$ cat config.mk
export PLATFORM = sky130hd
export DESIGN_NAME = zip_stored_entry_extractor_top
export DESIGN_NICKNAME = d
export VERILOG_FILES = /design/src/hdl/zsee_pkg.sv /design/src/hdl/zsee_parser.sv /design/src/hdl/zsee_rsp_fifo.sv /design/src/hdl/zip_stored_entry_extractor_top.sv
export VERILOG_INCLUDE_DIRS = /design/src /design/src/hdl
export SDC_FILE = /design/constraint.sdc
export NUM_CORES = 1
export LEC_CHECK = 0
export ABC_AREA = 1
export ABC_CLOCK_PERIOD_IN_PS = 6600
export BUFFER_PORTS_ARGS = -buffer_cell sky130_fd_sc_hd__clkbuf_2
export CAP_MARGIN = 20
export CORE_MARGIN = 5
export CORE_UTILIZATION = 30
export CTS_CLUSTER_SIZE = 24
export DETAILED_ROUTE_END_ITERATION = 8
export GPL_TIMING_DRIVEN = 0
export SYNTH_ARGS = -nofsm -noshare
export SYNTH_HDL_FRONTEND = slang
export SYNTH_SLANG_ARGS = --single-unit
export TNS_END_PERCENT = 10
$ cat constraint.sdc
create_clock -name clock -period 6.6 [get_ports clock]
set_input_delay 1.98 -clock clock [delete_from_list [all_inputs] [get_ports clock]]
set_output_delay 1.98 -clock clock [all_outputs]
set_load 0.01 [all_outputs]
$ cat src/hdl/zip_stored_entry_extractor_top_assert.svh
// Assertion macros for the stored entry extractor.
// Each macro expands to a concurrent assertion in simulation and to nothing
// when the code is read by synthesis.
`ifndef ZIP_STORED_ENTRY_EXTRACTOR_TOP_ASSERT_SVH
`define ZIP_STORED_ENTRY_EXTRACTOR_TOP_ASSERT_SVH

`ifndef SYNTHESIS

`define ZSEE_ASSERT(lbl, clk, rst, prop) \
   lbl: assert property (@(posedge clk) disable iff (rst) (prop)) \
      else $error("zsee assertion failed");

`define ZSEE_ASSERT_IMPL(lbl, clk, rst, ante, cons) \
   lbl: assert property (@(posedge clk) disable iff (rst) (ante) |-> (cons)) \
      else $error("zsee assertion failed");

`define ZSEE_ASSERT_NEXT(lbl, clk, rst, ante, cons) \
   lbl: assert property (@(posedge clk) disable iff (rst) (ante) |=> (cons)) \
      else $error("zsee assertion failed");

`else

`define ZSEE_ASSERT(lbl, clk, rst, prop)
`define ZSEE_ASSERT_IMPL(lbl, clk, rst, ante, cons)
`define ZSEE_ASSERT_NEXT(lbl, clk, rst, ante, cons)

`endif

`endif

$ cat src/hdl/zsee_pkg.sv
// ----------------------------------------------------------------------------
// zsee_pkg
// Types and constants shared by the stored entry extractor modules.
// ----------------------------------------------------------------------------
package zsee_pkg;

   localparam logic [31:0] LOCAL_SIG      = 32'h04034b50;
   localparam logic [7:0]  DESC_FLAG_MASK = 8'h08;
   localparam int unsigned HDR_LEN        = 30;

   // Header byte offsets of the captured fields.
   localparam logic [4:0] POS_SIG_LAST  = 5'd3;
   localparam logic [4:0] POS_FLAGS     = 5'd6;
   localparam logic [4:0] POS_METHOD_LO = 5'd8;
   localparam logic [4:0] POS_METHOD_HI = 5'd9;
   localparam logic [4:0] POS_PACKED    = 5'd18;
   localparam logic [4:0] POS_UNPACKED  = 5'd22;
   localparam logic [4:0] POS_NAME_LO   = 5'd26;
   localparam logic [4:0] POS_NAME_HI   = 5'd27;
   localparam logic [4:0] POS_EXTRA_LO  = 5'd28;
   localparam logic [4:0] POS_EXTRA_HI  = 5'd29;
   localparam logic [4:0] POS_HDR_LAST  = 5'(HDR_LEN - 1);

   localparam logic [2:0] ST_OK         = 3'd0;
   localparam logic [2:0] ST_BAD_HEADER = 3'd1;
   localparam logic [2:0] ST_DESCRIPTOR = 3'd2;
   localparam logic [2:0] ST_TRUNCATED  = 3'd3;
   localparam logic [2:0] ST_NO_STORED  = 3'd4;

   localparam logic KIND_DATA   = 1'b0;
   localparam logic KIND_STATUS = 1'b1;

   typedef enum logic [2:0] {
      PH_HEADER,
      PH_NAMEX,
      PH_EMIT,
      PH_SKIP,
      PH_DONE
   } phase_type;

   typedef struct packed {
      logic       result_kind;
      logic [7:0] out_byte;
      logic       entry_last;
      logic [2:0] status;
   } rsp_item_type;

   // Up to two results per input transaction; item1 is used only with item0.
   typedef struct packed {
      logic         wr0;
      logic         wr1;
      rsp_item_type item0;
      rsp_item_type item1;
   } rsp_push_type;

   function automatic rsp_item_type status_item(input logic [2:0] st);
      rsp_item_type it;
      it.result_kind = KIND_STATUS;
      it.out_byte    = 8'd0;
      it.entry_last  = 1'b0;
      it.status      = st;
      return it;
   endfunction

   function automatic rsp_item_type data_item(input logic [7:0] b, input logic lst);
      rsp_item_type it;
      it.result_kind = KIND_DATA;
      it.out_byte    = b;
      it.entry_last  = lst;
      it.status      = ST_OK;
      return it;
   endfunction

endpackage

$ cat src/hdl/zsee_parser.sv
// ----------------------------------------------------------------------------
// zsee_parser
// Local header parser and entry sequencer: one archive byte per accepted
// transaction, producing zero, one or two result items for the output queue.
// ----------------------------------------------------------------------------
module zsee_parser (
   input  logic                  clock,
   input  logic                  reset,
   input  logic                  accept,
   input  logic [7:0]            archive_byte,
   input  logic                  archive_last,
   output zsee_pkg::rsp_push_type push
);

   zsee_pkg::phase_type phase_ff, phase_in;
   logic [4:0]  header_pos_ff, header_pos_in;
   logic [23:0] sig_ff, sig_in;
   logic        desc_ff, desc_in;
   logic [15:0] method_ff, method_in;
   logic [31:0] packed_ff, packed_in;
   logic [31:0] unpacked_ff, unpacked_in;
   logic [15:0] name_ff, name_in;
   logic [15:0] extra_ff, extra_in;
   logic [31:0] bytes_left_ff, bytes_left_in;

   logic        sig_bad;
   logic        hdr_end;
   logic [16:0] namex_len;
   logic        namex_zero;
   logic [31:0] left_dec;
   logic        left_zero;
   logic        store_ok;
   logic        packed_zero;

   assign sig_bad   = (header_pos_ff == zsee_pkg::POS_SIG_LAST) &&
                      ({archive_byte, sig_ff} != zsee_pkg::LOCAL_SIG);
   assign hdr_end   = (header_pos_ff == zsee_pkg::POS_HDR_LAST);
   assign left_dec  = bytes_left_ff - 32'd1;
   assign left_zero = (left_dec == 32'd0);
   // The sizes and method are complete by the time they are looked at.
   assign packed_zero = (packed_ff == 32'd0);
   assign store_ok    = (method_ff == 16'd0) && (packed_ff == unpacked_ff) &&
                        (unpacked_ff != 32'd0);

   // Field capture. Every byte lane is written once per header, so the
   // fields need no clearing at the start of a header.
   always_comb begin
      sig_in      = sig_ff;
      desc_in     = desc_ff;
      method_in   = method_ff;
      packed_in   = packed_ff;
      unpacked_in = unpacked_ff;
      name_in     = name_ff;
      extra_in    = extra_ff;
      if (accept && (phase_ff == zsee_pkg::PH_HEADER)) begin
         if (header_pos_ff < zsee_pkg::POS_SIG_LAST) begin
            sig_in = {archive_byte, sig_ff[23:8]};
         end
         if (header_pos_ff == zsee_pkg::POS_FLAGS) begin
            desc_in = |(archive_byte & zsee_pkg::DESC_FLAG_MASK);
         end
         if (header_pos_ff == zsee_pkg::POS_METHOD_LO) begin
            method_in[7:0] = archive_byte;
         end
         if (header_pos_ff == zsee_pkg::POS_METHOD_HI) begin
            method_in[15:8] = archive_byte;
         end
         if ((header_pos_ff >= zsee_pkg::POS_PACKED) &&
             (header_pos_ff < zsee_pkg::POS_UNPACKED)) begin
            packed_in[8 * 2'(header_pos_ff - zsee_pkg::POS_PACKED) +: 8] = archive_byte;
         end
         if ((header_pos_ff >= zsee_pkg::POS_UNPACKED) &&
             (header_pos_ff < zsee_pkg::POS_NAME_LO)) begin
            unpacked_in[8 * 2'(header_pos_ff - zsee_pkg::POS_UNPACKED) +: 8] =
               archive_byte;
         end
         if (header_pos_ff == zsee_pkg::POS_NAME_LO) begin
            name_in[7:0] = archive_byte;
         end
         if (header_pos_ff == zsee_pkg::POS_NAME_HI) begin
            name_in[15:8] = archive_byte;
         end
         if (header_pos_ff == zsee_pkg::POS_EXTRA_LO) begin
            extra_in[7:0] = archive_byte;
         end
         if (header_pos_ff == zsee_pkg::POS_EXTRA_HI) begin
            extra_in[15:8] = archive_byte;
         end
      end
   end

   assign namex_len  = {1'b0, name_in} + {1'b0, extra_in};
   assign namex_zero = (namex_len == 17'd0);

   // Next state.
   always_comb begin
      phase_in      = phase_ff;
      header_pos_in = header_pos_ff;
      bytes_left_in = bytes_left_ff;
      if (accept) begin
         unique case (phase_ff)
            zsee_pkg::PH_HEADER: begin
               if (sig_bad) begin
                  phase_in = zsee_pkg::PH_DONE;
               end else if (!hdr_end) begin
                  header_pos_in = header_pos_ff + 5'd1;
               end else begin
                  header_pos_in = 5'd0;
                  bytes_left_in = {15'd0, namex_len};
                  if (!namex_zero) begin
                     phase_in = zsee_pkg::PH_NAMEX;
                  end else if (desc_in) begin
                     phase_in = zsee_pkg::PH_DONE;
                  end else if (store_ok) begin
                     phase_in      = zsee_pkg::PH_EMIT;
                     bytes_left_in = packed_ff;
                  end else if (!packed_zero) begin
                     phase_in      = zsee_pkg::PH_SKIP;
                     bytes_left_in = packed_ff;
                  end
               end
            end
            zsee_pkg::PH_NAMEX: begin
               bytes_left_in = left_dec;
               if (left_zero) begin
                  if (desc_ff) begin
                     phase_in = zsee_pkg::PH_DONE;
                  end else if (store_ok) begin
                     phase_in      = zsee_pkg::PH_EMIT;
                     bytes_left_in = packed_ff;
                  end else if (!packed_zero) begin
                     phase_in      = zsee_pkg::PH_SKIP;
                     bytes_left_in = packed_ff;
                  end else begin
                     phase_in      = zsee_pkg::PH_HEADER;
                     header_pos_in = 5'd0;
                  end
               end
            end
            zsee_pkg::PH_EMIT: begin
               bytes_left_in = left_dec;
               if (left_zero) begin
                  phase_in = zsee_pkg::PH_DONE;
               end
            end
            zsee_pkg::PH_SKIP: begin
               bytes_left_in = left_dec;
               if (left_zero) begin
                  phase_in      = zsee_pkg::PH_HEADER;
                  header_pos_in = 5'd0;
               end
            end
            zsee_pkg::PH_DONE: begin
            end
            default: begin
               phase_in = zsee_pkg::PH_HEADER;
            end
         endcase
         // The final byte of an archive always re-arms the parser.
         if (archive_last) begin
            phase_in      = zsee_pkg::PH_HEADER;
            header_pos_in = 5'd0;
         end
      end
   end

   // Result items.
   always_comb begin
      push.wr0   = 1'b0;
      push.wr1   = 1'b0;
      push.item0 = zsee_pkg::status_item(zsee_pkg::ST_NO_STORED);
      push.item1 = zsee_pkg::status_item(zsee_pkg::ST_TRUNCATED);
      if (accept) begin
         unique case (phase_ff)
            zsee_pkg::PH_HEADER: begin
               if (sig_bad) begin
                  push.wr0 = 1'b1;
               end else if (!hdr_end) begin
                  push.wr0 = archive_last;
               end else if (!namex_zero) begin
                  push.wr0   = archive_last;
                  push.item0 = zsee_pkg::status_item(zsee_pkg::ST_BAD_HEADER);
               end else if (desc_in) begin
                  push.wr0   = 1'b1;
                  push.item0 = zsee_pkg::status_item(zsee_pkg::ST_DESCRIPTOR);
               end else if (archive_last) begin
                  push.wr0 = 1'b1;
                  if (!packed_zero) begin
                     push.item0 = zsee_pkg::status_item(zsee_pkg::ST_TRUNCATED);
                  end
               end
            end
            zsee_pkg::PH_NAMEX: begin
               if (!left_zero) begin
                  push.wr0   = archive_last;
                  push.item0 = zsee_pkg::status_item(zsee_pkg::ST_BAD_HEADER);
               end else if (desc_ff) begin
                  push.wr0   = 1'b1;
                  push.item0 = zsee_pkg::status_item(zsee_pkg::ST_DESCRIPTOR);
               end else if (archive_last) begin
                  push.wr0 = 1'b1;
                  if (!packed_zero) begin
                     push.item0 = zsee_pkg::status_item(zsee_pkg::ST_TRUNCATED);
                  end
               end
            end
            zsee_pkg::PH_EMIT: begin
               push.wr0   = 1'b1;
               push.item0 = zsee_pkg::data_item(archive_byte, left_zero);
               // An archive that ends inside the entry adds a status item.
               push.wr1   = archive_last && !left_zero;
            end
            zsee_pkg::PH_SKIP: begin
               push.wr0 = archive_last;
               if (!left_zero) begin
                  push.item0 = zsee_pkg::status_item(zsee_pkg::ST_TRUNCATED);
               end
            end
            zsee_pkg::PH_DONE: begin
            end
            default: begin
            end
         endcase
      end
   end

   always_ff @(posedge clock) begin
      if (reset) begin
         phase_ff      <= zsee_pkg::PH_HEADER;
         header_pos_ff <= 5'd0;
         bytes_left_ff <= 32'd0;
      end else begin
         phase_ff      <= phase_in;
         header_pos_ff <= header_pos_in;
         bytes_left_ff <= bytes_left_in;
      end
   end

   always_ff @(posedge clock) begin
      sig_ff      <= sig_in;
      desc_ff     <= desc_in;
      method_ff   <= method_in;
      packed_ff   <= packed_in;
      unpacked_ff <= unpacked_in;
      name_ff     <= name_in;
      extra_ff    <= extra_in;
   end

endmodule

$ cat src/hdl/zsee_rsp_fifo.sv
// ----------------------------------------------------------------------------
// zsee_rsp_fifo
// Result queue taking up to two items per cycle and giving one per
// transaction on the result channel.
// ----------------------------------------------------------------------------
`include "zip_stored_entry_extractor_top_assert.svh"

module zsee_rsp_fifo #(
   parameter int RSP_DEPTH = 4
) (
   input  logic                   clock,
   input  logic                   reset,
   input  zsee_pkg::rsp_push_type push,
   output logic                   room,
   output logic                   out_valid,
   input  logic                   out_ready,
   output zsee_pkg::rsp_item_type out_item
);

   localparam int PTR_W = (RSP_DEPTH > 1) ? $clog2(RSP_DEPTH) : 1;
   localparam int CNT_W = $clog2(RSP_DEPTH + 1);

   zsee_pkg::rsp_item_type mem [RSP_DEPTH];
   logic [PTR_W-1:0] wr_ptr_ff, wr_ptr_in;
   logic [PTR_W-1:0] rd_ptr_ff, rd_ptr_in;
   logic [PTR_W-1:0] wr_ptr_next;
   logic [CNT_W-1:0] count_ff, count_in;
   logic             pop;

   function automatic logic [PTR_W-1:0] ptr_inc(input logic [PTR_W-1:0] p);
      return (p == PTR_W'(RSP_DEPTH - 1)) ? '0 : p + PTR_W'(1);
   endfunction

   assign pop         = out_valid && out_ready;
   assign out_valid   = (count_ff != '0);
   assign out_item    = mem[rd_ptr_ff];
   // Two free places are kept so that any transaction's results fit.
   assign room        = (count_ff <= CNT_W'(RSP_DEPTH - 2));
   assign wr_ptr_next = ptr_inc(wr_ptr_ff);

   always_comb begin
      wr_ptr_in = wr_ptr_ff;
      if (push.wr1) begin
         wr_ptr_in = ptr_inc(wr_ptr_next);
      end else if (push.wr0) begin
         wr_ptr_in = wr_ptr_next;
      end
      rd_ptr_in = pop ? ptr_inc(rd_ptr_ff) : rd_ptr_ff;
      count_in  = count_ff + CNT_W'(push.wr0) + CNT_W'(push.wr1) - CNT_W'(pop);
   end

   always_ff @(posedge clock) begin
      if (reset) begin
         wr_ptr_ff <= '0;
         rd_ptr_ff <= '0;
         count_ff  <= '0;
      end else begin
         wr_ptr_ff <= wr_ptr_in;
         rd_ptr_ff <= rd_ptr_in;
         count_ff  <= count_in;
      end
   end

   always_ff @(posedge clock) begin
      if (push.wr0) begin
         mem[wr_ptr_ff] <= push.item0;
      end
      if (push.wr1) begin
         mem[wr_ptr_next] <= push.item1;
      end
   end

   `ZSEE_ASSERT(a_count_bound, clock, reset, count_ff <= CNT_W'(RSP_DEPTH))
   `ZSEE_ASSERT_IMPL(a_pair_order, clock, reset, push.wr1, push.wr0)
   `ZSEE_ASSERT_IMPL(a_push_room, clock, reset, push.wr0, room)
   `ZSEE_ASSERT_NEXT(a_hold_head, clock, reset, out_valid && !out_ready, $stable(rd_ptr_ff))

endmodule

$ cat src/hdl/zip_stored_entry_extractor_top.sv
// ----------------------------------------------------------------------------
// zip_stored_entry_extractor_top
// Extracts the data of the first stored entry from a byte stream of a ZIP
// archive.
// ----------------------------------------------------------------------------
// Usage
//   The request channel carries one archive byte per transaction, with
//   req_archive_last set on the final byte of the archive. The block walks
//   the local headers, skips names, extra fields and unusable entries, and
//   passes the bytes of the first stored entry to the response channel.
//   A data response has rsp_result_kind low; its last byte has
//   rsp_entry_last set. A status response (kind high) ends the archive with
//   an error code, and the consumer then discards any data it received.
//   One byte is taken every cycle while the queue has room. A byte's
//   responses appear in the queue in the cycle after it is accepted; a
//   byte may give none, one or two. The request side stays ready while
//   the response queue holds at most RSP_DEPTH-2 items, so a stalled
//   receiver stops input only once the queue holds more; nothing is
//   lost. Reset empties the queue and returns the parser to the start
//   of a header. A byte after the final archive byte starts a new archive.
// ----------------------------------------------------------------------------
module zip_stored_entry_extractor_top #(
   parameter int RSP_DEPTH = 4
) (
   input  logic       clock,
   input  logic       reset,
   input  logic       req_valid,
   output logic       req_ready,
   input  logic [7:0] req_archive_byte,
   input  logic       req_archive_last,
   output logic       rsp_valid,
   input  logic       rsp_ready,
   output logic       rsp_result_kind,
   output logic [7:0] rsp_out_byte,
   output logic       rsp_entry_last,
   output logic [2:0] rsp_status
);

   zsee_pkg::rsp_push_type push;
   zsee_pkg::rsp_item_type head;
   logic                   accept;

   assign accept = req_valid && req_ready;

   zsee_parser u_parser (
      .clock        (clock),
      .reset        (reset),
      .accept       (accept),
      .archive_byte (req_archive_byte),
      .archive_last (req_archive_last),
      .push         (push)
   );

   zsee_rsp_fifo #(
      .RSP_DEPTH (RSP_DEPTH)
   ) u_rsp_fifo (
      .clock     (clock),
      .reset     (reset),
      .push      (push),
      .room      (req_ready),
      .out_valid (rsp_valid),
      .out_ready (rsp_ready),
      .out_item  (head)
   );

   assign rsp_result_kind = head.result_kind;
   assign rsp_out_byte    = head.out_byte;
   assign rsp_entry_last  = head.entry_last;
   assign rsp_status      = head.status;

endmodule
==> metrics.txt <==
status=finished, final reports clean; Yosys top cell by area=edfxtp_1; Syn Inst Count=2,264; pwr dens=497.5 nW/µm²; WL per Instance=16.69 µm; top cells by area, synth=edfxtp_1 (20%), dfxtp_1 (17%), nand2_1 (15%); sequential share of power=0.245; Max Slew Vio Count=0; Clk pwr share=0.177; worst-path maximum fanout=10; required time of the worst setup path=7.00 ns; reg2reg path depth=30; worst hold start=u_parser.sig_ff[21]; Net Count, Synth=2,315; Remaining DRCs=0; CTS clk-pin slew, worst paths=0.06 ns; Initial Util=0.3043; TritonCTS clock tree=yes; origin of the critical flop-to-flop path=u_parser.header_pos_ff[0]; Total Power=8.708 mW; latest clock arrival within the worst-skew pair=0.57 ns; post-route ant nets=0; detailed placer's ending HPWL=39,400 µm; initial DRC count=1,477; sequential share of the synthesized area=0.3787; layout cells sized above 1=0.08782; clock sink count=238; initial antenna violation count=1; Pre-antenna DRT Iters=6; Post-synth EDFFs=104; Synth async-reset ratio=0; Vias/cell=4.941; Hold Path Cell Cnt=0; final worst slack=0.3180 ns; IO Pins=28; yosys warns=0; worst vdd ir=169.7 µV; f_max=159.2 MHz; Slew @ Worst Pin=1.150 ns; CP max stage cell=fa_2; slowest stage delay, CP=0.36 ns; Fin. Hold Viols=0; maximum clock path buffer count=3; slew margin rel.=0.2273; Hold WC Path Type=flop to flop; largest family of logic cells by synthesized area=simple AND/OR/NAND/NOR gates; FILL cells=5,322; fin nets=2,387; Internal Power=4.206 mW; vias in the first global route=13,910; via count=14,970; XOR/XNOR share of the synthesized area=0.01600; unique cell type count in the Yosys netlist=52; fin crit share=0.9518; Die H=236.1 µm; Post-CTS Hold Buffers=0; Leak Pwr=8.414 nW; Synth Flop Type=dfxtp_1; Startpoint Class=input port; Met3 Wirelength=2984 µm; core area=50,380 µm²; post-synthesis compound-gate area fraction=0.1074; final setup vio count=0; H-tree depth=1; Mapped Area=15,330 µm²; Synth Register Bits=238; first-pass GRT wire length=78,050 µm; M1 WL=22,920 µm; top sig layer=met4; delay-heaviest family, CP=simple AND/OR/NAND/NOR gates; PortBufs=25; pre-CTS WS=-2.092 ns; CP Capture Type=flop; switching power share of the total=0.5170; switching power=4.503 mW; post-synthesis mux area share=0.005876; DP Area=16,340 µm²; pin count of the biggest net entering global routing=15; num rows=82; RSZ-0062 raised after global routing=false; critical path class=input port to flop; adder-cell share of the synthesized area=0.03248; gpl congestion=0.9595; Clock Skew=0.02653 ns; Synth top area share=0.2037; Inserted Clock Buffers=27; Worst Hold Path EP=u_parser.sig_ff[13]; final WL=50,590 µm; total grt overflow=0; internal reg-to-reg setup slack=0.68 ns; Die Wd=236.1 µm; Die Area=55,720 µm²; most used cell, CP=nand2_1; Hold Slack=0.4490 ns; Logic pwr share=0.579; Syn Area/Cell=6.772 µm²; RR Endpoint=u_rsp_fifo.count_ff[2]; CTS Root Cell=clkbuf_16; MaxCap Viol Count=0; WL met2=23,450 µm; fin crit period=6.282 ns; Buf/Inv on CP=7; post-route cell area=17,500 µm²; critical path arrival=6.68 ns; TNS Setup=0 ns; GRT Util Overall=0.1722; P&R area growth vs syn=14.17%; simple-gate share of the synthesized area=0.3568
-- cell usage in the layout, fill, tap and decap left out, types with 5 or more instances in the layout --
cell type    n
buf_4       19
clkbuf_1    58
edfxtp_1   104
nand4_1     73
nor2_4       7
o21ai_0    152
xnor2_1      9
ha_1        34
buf_1        5
o21a_1       8
clkbuf_16   28
clkbuf_2    25
nand3b_1     9
clkinv_1     7
xor2_1      19
dfxtp_1    134
mux2_2       8
buf_2       15
nor2_2      12
nand3_4      5
nor2_1     287
nand2_1    586
nand2_2     19
o21ai_1     28
nor4_1      13
inv_1      287
clkbuf_8     5
nand3_1    180
inv_2       10
buf_6       12
a21oi_1    105
nor3_1      29
-- worst max path at each step --
stage,start,to,slack (ns),cells after the start
after floorplan,req_valid,u_rsp_fifo.count_ff[2],-0.11,30
after global placement,req_valid,u_rsp_fifo.count_ff[2],-1.94,31
after detailed placement,req_valid,u_rsp_fifo.count_ff[2],-2.09,31
after CTS,req_valid,u_rsp_fifo.count_ff[2],0.04,32
after global routing,req_valid,u_rsp_fifo.count_ff[2],0.03,32
final,req_valid,u_rsp_fifo.count_ff[2],0.32,32
-- registers in the layout (all words and copies together) (netlist names), 16 cells and up, named ones only --
name and count:
u_parser.name_ff 16, u_parser.extra_ff 16, u_parser.method_ff 16, u_parser.bytes_left_ff 32, u_parser.packed_ff 32, u_parser.unpacked_ff 32
u_parser.sig_ff 24, u_rsp_fifo.mem 52
-- Yosys cell counts, types with 28 or more instances --
library cell / number
nand3_1: 181
nor3_1: 30
o21ai_1: 28
nand4_1: 73
dfxtp_1: 134
ha_1: 35
a21oi_1: 109
nor2_1: 290
o21ai_0: 153
inv_1: 288
edfxtp_1: 104
clkbuf_1: 53
nand2_1: 595
-- routing by layer --
metal,up-vias,GRT usage
met1,6935,0.2409
met4,0,0.04451
li1,7489,-
met2,469,0.2841
met5,-,0
met3,77,0.01986
-- final cells by class --
cell class | instances | area (µm²) | share of cell area
multi-input combinational | 1636 | 8074 | 0.4613
sequential | 238 | 5806 | 0.3317
inverter | 303 | 1146 | 0.06548
tap | 672 | 840.8 | 0.04804
clock buffer | 39 | 792.0 | 0.04525
buffer | 86 | 442.9 | 0.02531
timing repair buffer | 44 | 276.5 | 0.01580
clock inverter | 11 | 122.6 | 0.007006
antenna | 1 | 2.502 | 0.0001430
-- power groups by stage --
stage	Clock, mW	Sequential (mW)	Combinational, mW
5_1_grt	1.63	2.17	5.61
2_1_floorplan	0	2.10	3.44
6_report	1.54	2.13	5.04
4_1_cts	1.58	2.13	4.99
3_5_place_dp	0	2.16	4.91
3_3_place_gp	0	2.15	4.84
-- per-stage QoR --
stage                       util  cells
final                     0.3474   3030
after global routing      0.3474   3030
after CTS                 0.3450   3023
after detailed placement  0.3244   2966
after global placement    0.3235   2961
after floorplan                -   2264
-- cell families (layout without fill, tap and decap cells) --
group | after synthesis | count (layout)
AO/OA/AOI/OAI | 316 | 316
other | 0 | 1
XOR/XNOR | 28 | 28
buffers and inverters | 390 | 483
multiplexers | 8 | 8
flip-flops | 238 | 238
adder cells (fa/ha/maj) | 38 | 38
AND/OR/NAND/NOR | 1246 | 1246
-- worst register-to-register path: cells and delay by family, from the launching register on --
kind	cells	cell delay (ns)
XOR/XNOR	1	0.16
flip-flops	1	0.38
AND/OR/NAND/NOR	15	1.95
AO/OA/AOI/OAI	1	0.15
adder cells (fa/ha/maj)	6	1.75
buffers and inverters	7	1.37
-- repair_timing --
item | CTS | global route
pin swaps | 4 | 9
gates resized for setup | 19 | 21
setup endpoints to repair | 92 | 2
buffers inserted | 7 | 5
(Power assumes the default switching activity.)
